$ cat src/rtl/rwa_pkg.sv
`default_nettype none

package rwa_pkg;

   localparam int SAMPLE_BITS  = 16;
   localparam int CFG_W        = 11;
   localparam int LEVEL_W      = 11;
   localparam int WINDOW_RESET = 100;
   localparam int STEP_W       = 3;

   // microprogram addresses
   localparam logic [STEP_W-1:0] STEP_FETCH  = 3'd0;
   localparam logic [STEP_W-1:0] STEP_TRIM   = 3'd1;
   localparam logic [STEP_W-1:0] STEP_ACCUM  = 3'd2;
   localparam logic [STEP_W-1:0] STEP_DIVIDE = 3'd3;
   localparam logic [STEP_W-1:0] STEP_EMIT   = 3'd4;
   localparam logic [STEP_W-1:0] STEP_RETURN = 3'd5;

   typedef enum logic [2:0] {
      OP_NONE,
      OP_LOAD,
      OP_TRIM,
      OP_ACCUM,
      OP_DIVIDE,
      OP_EMIT
   } rwa_op_type;

   typedef enum logic [2:0] {
      COND_NEVER,
      COND_ALWAYS,
      COND_NO_REQ,
      COND_DIV_BUSY,
      COND_OUT_FULL
   } rwa_cond_type;

   typedef struct packed {
      rwa_op_type          op;
      logic                take;
      rwa_cond_type        cond;
      logic [STEP_W-1:0]   target;
   } rwa_ctl_type;

   typedef struct packed {
      logic req_valid;
      logic div_busy;
      logic out_full;
   } rwa_stat_type;

   // control store: jump to target when cond holds, else fall through
   function automatic rwa_ctl_type rwa_ucode(input logic [STEP_W-1:0] step);
      rwa_ctl_type w;
      unique case (step)
         STEP_FETCH:  w = '{OP_LOAD,   1'b1, COND_NO_REQ,   STEP_FETCH};
         STEP_TRIM:   w = '{OP_TRIM,   1'b0, COND_NEVER,    STEP_FETCH};
         STEP_ACCUM:  w = '{OP_ACCUM,  1'b0, COND_NEVER,    STEP_FETCH};
         STEP_DIVIDE: w = '{OP_DIVIDE, 1'b0, COND_DIV_BUSY, STEP_DIVIDE};
         STEP_EMIT:   w = '{OP_EMIT,   1'b0, COND_OUT_FULL, STEP_EMIT};
         STEP_RETURN: w = '{OP_NONE,   1'b0, COND_ALWAYS,   STEP_FETCH};
         default:     w = '{OP_NONE,   1'b0, COND_ALWAYS,   STEP_FETCH};
      endcase
      return w;
   endfunction

endpackage

`default_nettype wire

$ cat src/rtl/rwa_seq.sv
`default_nettype none

module rwa_seq (
   input  wire logic                   clock,
   input  wire logic                   reset,
   input  wire rwa_pkg::rwa_stat_type  stat,
   output      rwa_pkg::rwa_ctl_type   ctl
);

   import rwa_pkg::*;

   logic [STEP_W-1:0] step_ff;
   logic [STEP_W-1:0] step_in;
   logic              jump;

   assign ctl = rwa_ucode(step_ff);

   always_comb begin
      unique case (ctl.cond)
         COND_NEVER:    jump = 1'b0;
         COND_ALWAYS:   jump = 1'b1;
         COND_NO_REQ:   jump = !stat.req_valid;
         COND_DIV_BUSY: jump = stat.div_busy;
         COND_OUT_FULL: jump = stat.out_full;
         default:       jump = 1'b1;
      endcase
      step_in = jump ? ctl.target : step_ff + 1'b1;
   end

   always_ff @(posedge clock) begin
      if (reset) begin
         step_ff <= STEP_FETCH;
      end else begin
         step_ff <= step_in;
      end
   end

endmodule

`default_nettype wire

$ cat config.mk
export PLATFORM = sky130hd
export DESIGN_NAME = rwa_seq
export DESIGN_NICKNAME = d
export VERILOG_FILES = /design/src/rtl/rwa_pkg.sv /design/src/rtl/rwa_seq.sv
export SDC_FILE = /design/constraint.sdc
export NUM_CORES = 1
export LEC_CHECK = 0
export BUFFER_PORTS_ARGS = -buffer_cell sky130_fd_sc_hd__buf_2
export CORE_AREA = 2 2 39 41
export CTS_CLUSTER_DIAMETER = 100
export DETAILED_ROUTE_END_ITERATION = 10
export DIE_AREA = 0 0 41 43
export PLACE_DENSITY_LB_ADDON = 0.08
export SYNTH_ARGS = -nofsm -noshare
export SYNTH_HDL_FRONTEND = slang
export SYNTH_SLANG_ARGS = --single-unit
$ cat constraint.sdc
create_clock -name clock -period 3.4 [get_ports clock]
set_clock_uncertainty 0.1 [all_clocks]
set_input_delay 0.51 -clock clock [delete_from_list [all_inputs] [get_ports clock]]
set_output_delay 0.51 -clock clock [all_outputs]
set_load 0.01 [all_outputs]
==> flow_metrics.py, run 1 <==
metrics = {
    "sta": {
        "worst_pin_slew_ps": 309,
        "clock.fmax_ghz": 0.453,
        "rsz_0062_raised_after_global_routing": "no",
        "hold-worst-slack_ps": 429,
        "min_period_over_period_pct": 64.9,
        "worst_max_slew_margin_expressed_relative_to_the_limit_pct": 79.4,
        "timing.final.crit_period_ps": 2210,
        "final.setup.worst_slack_ps": 1190,
        "final-max-slew-violation-count": 0,
        "final_hold_viol_count": 0,
        "finalSetupViolCount": 0,
        "setup_total_negative_slack_ps": 0,
    },
    "layout": {
        "largest_register": "step_ff",
        "largest_register_ffs": 3,
        "finish.instance_area_sq_um": 390,
        "reg_top3": "step_ff: 3 flops",
        "fillCellCount": 143,
        "area_growth_syn_to_layout_pct": 28.4,
        "drive_gt1_share_pct": 40.8,
        "layoutNonFillerInstCount": 65,
        "multi_input_combinational_cell_area_sq_um": 199,
        "diodes": 0,
        "storage_cell_area_sq_um": 60.1,
        "layout_commonest_cell": "buf_2",
        "post_layout_util_pct": 28.2,
        "finalNetCount": 60,
        "layout.cells.most_common_list": "14 x buf_2, 5 x ha_1, 4 x inv_1",
    },
    "floorplanning": {
        "floorplan.rows": 14,
        "die_height_microns": 43,
        "starting_density_of_the_core_pct": 22.0,
        "core-area_sq_um": 1380,
        "die-area_sq_um": 1760,
        "die-width_microns": 41,
        "ioPinCount": 15,
    },
    "power_and_ir_drop": {
        "switching_power_uw": 121,
        "power.ir.vdd_worst_mv": 0.175,
        "p_int_uw": 173,
        "combPwrFrac_pct": 60.4,
        "power_frac_seq_pct": 18.2,
        "power_switching_share_pct": 41.2,
        "clock_power_share_pct": 21.4,
        "p_leak_nw": 0.196,
        "design_power_total_uw": 293,
        "power.density_cell_area_nw_per_um2": 752,
    },
    "clock_tree": {
        "cts_hold_buffers": 0,
        "worst_skew_pair.late_latency_ps": 230,
        "tritoncts_buffers": 3,
        "cts_repair_resize_count": 0,
        "clock_sinks": 3,
        "post-cts-setup-buffer-count": 0,
        "total_number_of_h_tree_levels": 1,
        "cts_root_buf": "clkbuf_4",
        "path_clk_slew_ps": 30,
        "max-clock-path-buffers": 2,
        "cts_tree": "yes",
    },
    "place": {
        "hpwl_microns": 504,
        "pre_cts_ws_ps": 1430,
        "io_buffers": 14,
        "place_congestion": 0.671,
        "dp_cells": 61,
        "dpl_cell_area_sq_um": 364,
    },
    "synthesis": {
        "syn-cell-area_sq_um": 304,
        "syn_nets": 45,
        "seq_area_frac_synth_pct": 19.8,
        "synth.lib_cells_used.distinct": 22,
        "postSynthCellCount": 35,
        "syn_avg_cell_area_sq_um": 8.69,
        "synth.yosys.warnings": 0,
        "postSynthRegisterBits": 3,
    },
    "global_route": {
        "antenna_found_initial": 0,
        "groute.usage.overall_pct": 8.02,
        "grt_pass1_wl_microns": 959,
        "via_count_of_the_first_global_routing_pass": 275,
        "grt_start_max_net_pins": 12,
        "grt_remaining_overflow": 0,
    },
    "setup_path": {
        "cp_slowest_cell": "dfxtp_1",
        "setup.worst_path.start_class": "flip-flop",
        "timing.setup.critical_path_class": "reg -> out",
        "critical_path.max_stage_delay_ps": 370,
        "worst-path-max-fanout": 7,
        "crit_chain": "inv_1 > ha_1 > and2_1 > or2_2 > buf_2",
        "cp.required_ps": 2790,
        "crit_path_arrival_time_ps": 1600,
        "total_buffers_and_inverters_traversed_by_the_critical_path": 2,
        "critical_path.top_delay_family": "simple AND/OR/NAND/NOR gates",
        "cp-end-kind": "primary output",
    },
    "detailed_routing": {
        "routed_wl_per_cell_microns": 9.89,
        "detailedRoute.firstPassIterationCount": 2,
        "routed_via_density": 4.31,
        "detail_route.wirelength_microns": 643,
        "drt_drc_violations_left": 0,
        "postRouteAntennaNets": 0,
        "drt_iter0_drc": 2,
        "detailroute.via_count": 280,
    },
    "run": {
        "max-cap-violations": 0,
    },
    "outcome": {
        "outcome": "finished, final reports clean",
    },
    "hold_path": {
        "timing.hold.worst.class": "reg -> reg",
    },
}
## area by class of cell
class                           instances  share of cell area [%]
Sequential cell                         3                    15.4
Tap cell                               16                    5.13
Clock buffer                            4                    6.73
Timing Repair Buffer                   14                    17.9
Inverter                                4                    3.85
Multi-Input combinational cell         24                    51.0
## per-layer routing
metal | vias up | track usage (%) | share of wire (%)
met3 | 0 | 1.57 | 8.2
met1 | 126 | 8.95 | 43
met4 | 0 | 6.00 | 0
met2 | 9 | 12.5 | 49
li1 | 145 | - | -
met5 | - | 0 | 0
## logic make-up (layout without fill, tap and decap cells)
group	after synthesis	after routing	share of synthesized area, %
compound gates	8	8	21.4
fa+ha+maj	5	5	20.6
buf+inv	8	22	14.8
flops	3	3	19.8
mux	1	1	3.29
simple gates	10	10	20.2
## worst reg2reg max path, stage by stage, from the launching register on
cell	delay, ps
dfxtp_1	330
ha_1	210
ha_1	290
or2_0	260
a221o_1	370
o41ai_1	260
## path summary, 6_finish.rpt
path                                             from                     to  slack [ps]  cells past startpoint
worst max-delay path            step_ff[0]$_SDFF_PP0_                 ctl[9]        1190                      5
worst min-delay path            step_ff[0]$_SDFF_PP0_  step_ff[0]$_SDFF_PP0_         430                      1
worst max register to register  step_ff[0]$_SDFF_PP0_  step_ff[1]$_SDFF_PP0_        1480                      5
worst min register to register  step_ff[0]$_SDFF_PP0_  step_ff[0]$_SDFF_PP0_         430                      1
## power groups by stage
stage	sequential, mW	clock, mW	combinational [mW]
3_3_place_gp	0.0544	0	0.180
3_5_place_dp	0.0543	0	0.180
4_1_cts	0.0537	0.0668	0.181
6_report	0.0535	0.0628	0.177
5_1_grt	0.0554	0.0675	0.202
2_1_floorplan	0.0521	0	0.127
## synth_stat cells
cell	n	area share, %
buf_6	1	3.7
buf_4	2	4.9
clkbuf_1	1	1.2
o31ai_1	1	2.5
nand2b_1	1	2.1
o21ai_0	1	1.6
dfxtp_1	3	20
nor2b_1	2	4.1
a221o_1	1	3.3
or2_0	1	2.1
nor2_1	1	1.2
mux2i_1	1	3.3
a21o_1	1	2.5
o41ai_1	2	5.8
inv_1	4	4.9
nor3_1	1	1.6
and2_1	1	2.1
nor4b_1	1	2.9
o21ba_2	1	3.3
or2_2	2	4.1
o21bai_1	1	2.5
ha_1	5	21
Power figures use the tool's default switching activity.
==> inputs of run 2 (changes only) <==
--- a/config.mk
+++ b/config.mk
@@ -5,6 +5,7 @@
 export SDC_FILE = /design/constraint.sdc
 export NUM_CORES = 1
 export LEC_CHECK = 0
+export ABC_AREA = 1
 export BUFFER_PORTS_ARGS = -buffer_cell sky130_fd_sc_hd__buf_2
 export CORE_AREA = 2 2 39 41
 export CTS_CLUSTER_DIAMETER = 100
==> constraint.sdc (replaced) <==
create_clock -name clock -period 2.15 [get_ports clock]
set_clock_uncertainty 0.1 [all_clocks]
set_input_delay 0.3225 -clock clock [delete_from_list [all_inputs] [get_ports clock]]
set_output_delay 0.3225 -clock clock [all_outputs]
set_load 0.01 [all_outputs]
==> run 2 against run 1 <==
Net effect:
- count of clock-buffer cells in the layout is the same
- register-to-register slack got worse by 910 ps
- synthesized area increased by 23%
- final cell count rose by 43%
- non-clock buffer count did not move
- sequential power up 85%
- wire length grew 23%
- global-route usage up 3.1 points
- sequential cell count unchanged
- sequential share of layout area down 2.7 points
- core utilization grew 5.9 points
==> flow_metrics.py, run 2 <==
metrics = {
    "synthesis": {
        "synth_top_cell_area_share_pct": 16.7,
        "postSynthRegisterBits": 3,
        "synth-edff-count": 0,
        "yosys.area_share.xor_xnor_pct": 0,
        "synth.yosys.warnings": 0,
        "syn_nets": 72,
        "syn-cell-area_sq_um": 374,
        "yosys.area_share.adder_pct": 16.7,
        "synth.largest_area_cell": "ha_1",
        "yosys-top-cells-area": "ha_1 17%, dfxtp_1 16%, nand2_1 13%",
        "synth.mux.area_fraction_pct": 0,
        "post_synth_and_or_nand_nor_area_fraction_pct": 45.5,
        "syn_avg_cell_area_sq_um": 6.03,
        "postSynthCellCount": 62,
        "combinational_family_with_the_most_area_after_synthesis": "simple AND/OR/NAND/NOR gates",
        "async_flop_share_pct": 0,
        "most_used_flip_flop_cell_after_synthesis": "dfxtp_1",
        "synthesized_area_fraction_occupied_by_ao_oa_aoi_and_oai_cells_pct": 4.01,
        "synth_common_cells": "13 x nand2_1, 10 x nor2_1, 9 x inv_1",
        "synth.lib_cells_used.distinct": 16,
        "seq_area_frac_synth_pct": 16.1,
        "synthMostInstantiatedCell": "nand2_1",
    },
    "sta": {
        "worst_pin_slew_ps": 243,
        "final_hold_viol_count": 0,
        "worst_max_slew_margin_expressed_relative_to_the_limit_pct": 83.8,
        "hold-worst-slack_ps": 179,
        "finalSetupViolCount": 0,
        "min_period_over_period_pct": 87.6,
        "timing.final.crit_period_ps": 1880,
        "final.setup.worst_slack_ps": 267,
        "clock.fmax_ghz": 0.531,
        "final-max-slew-violation-count": 0,
        "rsz_0062_raised_after_global_routing": "no",
        "setup_total_negative_slack_ps": 0,
    },
    "layout": {
        "finalNetCount": 88,
        "layout.cells.most_common_list": "14 x buf_2, 13 x nand2_1, 10 x nor2_1",
        "drive_gt1_share_pct": 37.7,
        "largest_register_ffs": 3,
        "finish.instance_area_sq_um": 472,
        "diodes": 0,
        "largest_register": "step_ff",
        "reg_top3": "step_ff: 3 flops",
        "layout_commonest_cell": "buf_2",
        "area_growth_syn_to_layout_pct": 26.1,
    },
    "detailed_routing": {
        "met3_wirelength_microns": 59,
        "detailedRoute.firstPassIterationCount": 4,
        "detail_route.wirelength_microns": 794,
        "route.top_layer_used": "met3",
        "postRouteAntennaNets": 0,
        "routed_via_density": 4.01,
        "routed_wl_per_cell_microns": 8.54,
        "route.layer.met1.wl_microns": 350,
        "drt_iter0_drc": 3,
        "route.met2.wl_microns": 384,
        "drt_drc_violations_left": 0,
        "detailroute.via_count": 373,
    },
    "floorplanning": {
        "floorplan.rows": 14,
        "die-area_sq_um": 1760,
        "starting_density_of_the_core_pct": 27.0,
        "die_height_microns": 43,
        "ioPinCount": 15,
        "die-width_microns": 41,
        "core-area_sq_um": 1380,
    },
    "clock_tree": {
        "max-clock-path-buffers": 2,
        "cts_root_buf": "clkbuf_4",
        "post-cts-setup-buffer-count": 0,
        "worst_skew_pair.late_latency_ps": 230,
        "tritoncts_buffers": 3,
        "total_number_of_h_tree_levels": 1,
        "cts_repair_resize_count": 0,
        "clock_sinks": 3,
        "cts_hold_buffers": 0,
        "path_clk_slew_ps": 40,
        "cts_tree": "yes",
    },
    "run": {
        "max-cap-violations": 0,
    },
    "setup_path": {
        "cp-end-kind": "primary output",
        "r2r_cells": 8,
        "cp_slowest_cell": "dfxtp_1",
        "crit_path_arrival_time_ps": 1460,
        "critical_path.max_stage_delay_ps": 320,
        "end_of_the_worst_register_to_register_path": "step_ff[1]$_SDFF_PP0_",
        "rr_startpoint": "step_ff[0]$_SDFF_PP0_",
        "crit_chain": "ha_1 > ha_1 > nor2_1 > nand2_1 > nand2_1 > buf_2",
        "total_buffers_and_inverters_traversed_by_the_critical_path": 1,
        "critical_path.top_delay_family": "adder cells",
        "cp.required_ps": 1730,
        "worst-path-max-fanout": 8,
        "worst-r2r-setup-slack_ps": 570,
        "timing.setup.critical_path_class": "reg -> out",
        "setup.worst_path.start_class": "flip-flop",
    },
    "hold_path": {
        "hold_path.startpoint": "reset",
        "timing.hold.worst.class": "in -> reg",
        "min_delay_worst_endpoint": "step_ff[0]$_SDFF_PP0_",
        "min_path_cells": 2,
    },
    "power_and_ir_drop": {
        "p_leak_nw": 0.295,
        "power.density_cell_area_nw_per_um2": 1560,
        "power.ir.vdd_worst_mv": 0.490,
    },
    "global_route": {
        "grt_start_max_net_pins": 9,
        "groute.usage.overall_pct": 11.1,
        "grt_pass1_wl_microns": 1320,
        "antenna_found_initial": 0,
        "grt_remaining_overflow": 0,
        "via_count_of_the_first_global_routing_pass": 340,
    },
    "place": {
        "hpwl_microns": 687,
        "io_buffers": 14,
        "pre_cts_ws_ps": 504,
        "place_congestion": 0.745,
        "dpl_cell_area_sq_um": 445,
    },
    "outcome": {
        "outcome": "finished, final reports clean",
    },
}
[run 2: changes by cell type in the layout (fill, tap and decap cells not counted), sizes merged, moves of 2 or more]
| cell | change |
|---|---|
| nand4 | +2 |
| nor2b | -2 |
| nor2 | +12 |
| nand2 | +19 |
| or2 | -3 |
| a21oi | +2 |
| o41ai | -2 |
| inv | +8 |
| nand3 | +2 |
[run 2: worst max path at each step]
stage	startpoint	end	slack, ps	depth (start not counted)
3_5_place_dp	step_ff[0]$_SDFF_PP0_	ctl[3]	500	6
5_1_grt	step_ff[0]$_SDFF_PP0_	ctl[3]	170	6
3_3_place_gp	step_ff[0]$_SDFF_PP0_	ctl[3]	510	6
4_1_cts	step_ff[0]$_SDFF_PP0_	ctl[3]	250	6
2_1_floorplan	step_ff[0]$_SDFF_PP0_	ctl[3]	670	5
6_report	step_ff[0]$_SDFF_PP0_	ctl[3]	270	6
[run 2: cell type report]
| class | count | area (sq um) |
|---|---|---|
| clock buffers | 4 | 26.3 |
| fillers | 167 | 912 |
| inverters | 12 | 47.5 |
| multi-input cells | 44 | 248 |
| flip-flops and latches | 3 | 60.1 |
| well taps | 16 | 20.0 |
| repair buffers | 14 | 70.1 |
[run 2: kinds of logic after synthesis]
logic type      after synthesis
flops                         3
buf+inv                      15
simple gates                 36
compound gates                3
fa+ha+maj                     5
[run 2: metal layers]
layer  global-route usage [%]  vias up
li1                         -      214
met1                     14.4      150
met2                     15.9        9
met3                     3.14        0
met4                     6.00        0
met5                        0        -
[run 2: power breakdown]
group / switching (mW) / internal (mW) / total (mW)
Clock: 0.0288 / 0.0695 / 0.0983
Sequential: 0.0204 / 0.0788 / 0.0992
Combinational: 0.330 / 0.211 / 0.540
[run 2: through the flow]
step	utilization, %	instances	power (mW)
after floorplan	-	62	0.503
after global placement	32.2	89	0.668
after detailed placement	32.2	89	0.650
after CTS	34.1	93	0.754
after global routing	34.1	93	0.824
final	34.1	93	0.738
[run 2: worst register-to-register path, delay by kind of cell, from the launching register on]
| kind | cells | cell delay (ps) |
|---|---|---|
| compound gates | 1 | 140 |
| fa+ha+maj | 2 | 470 |
| buf+inv | 1 | 90 |
| flops | 1 | 320 |
| simple gates | 4 | 360 |
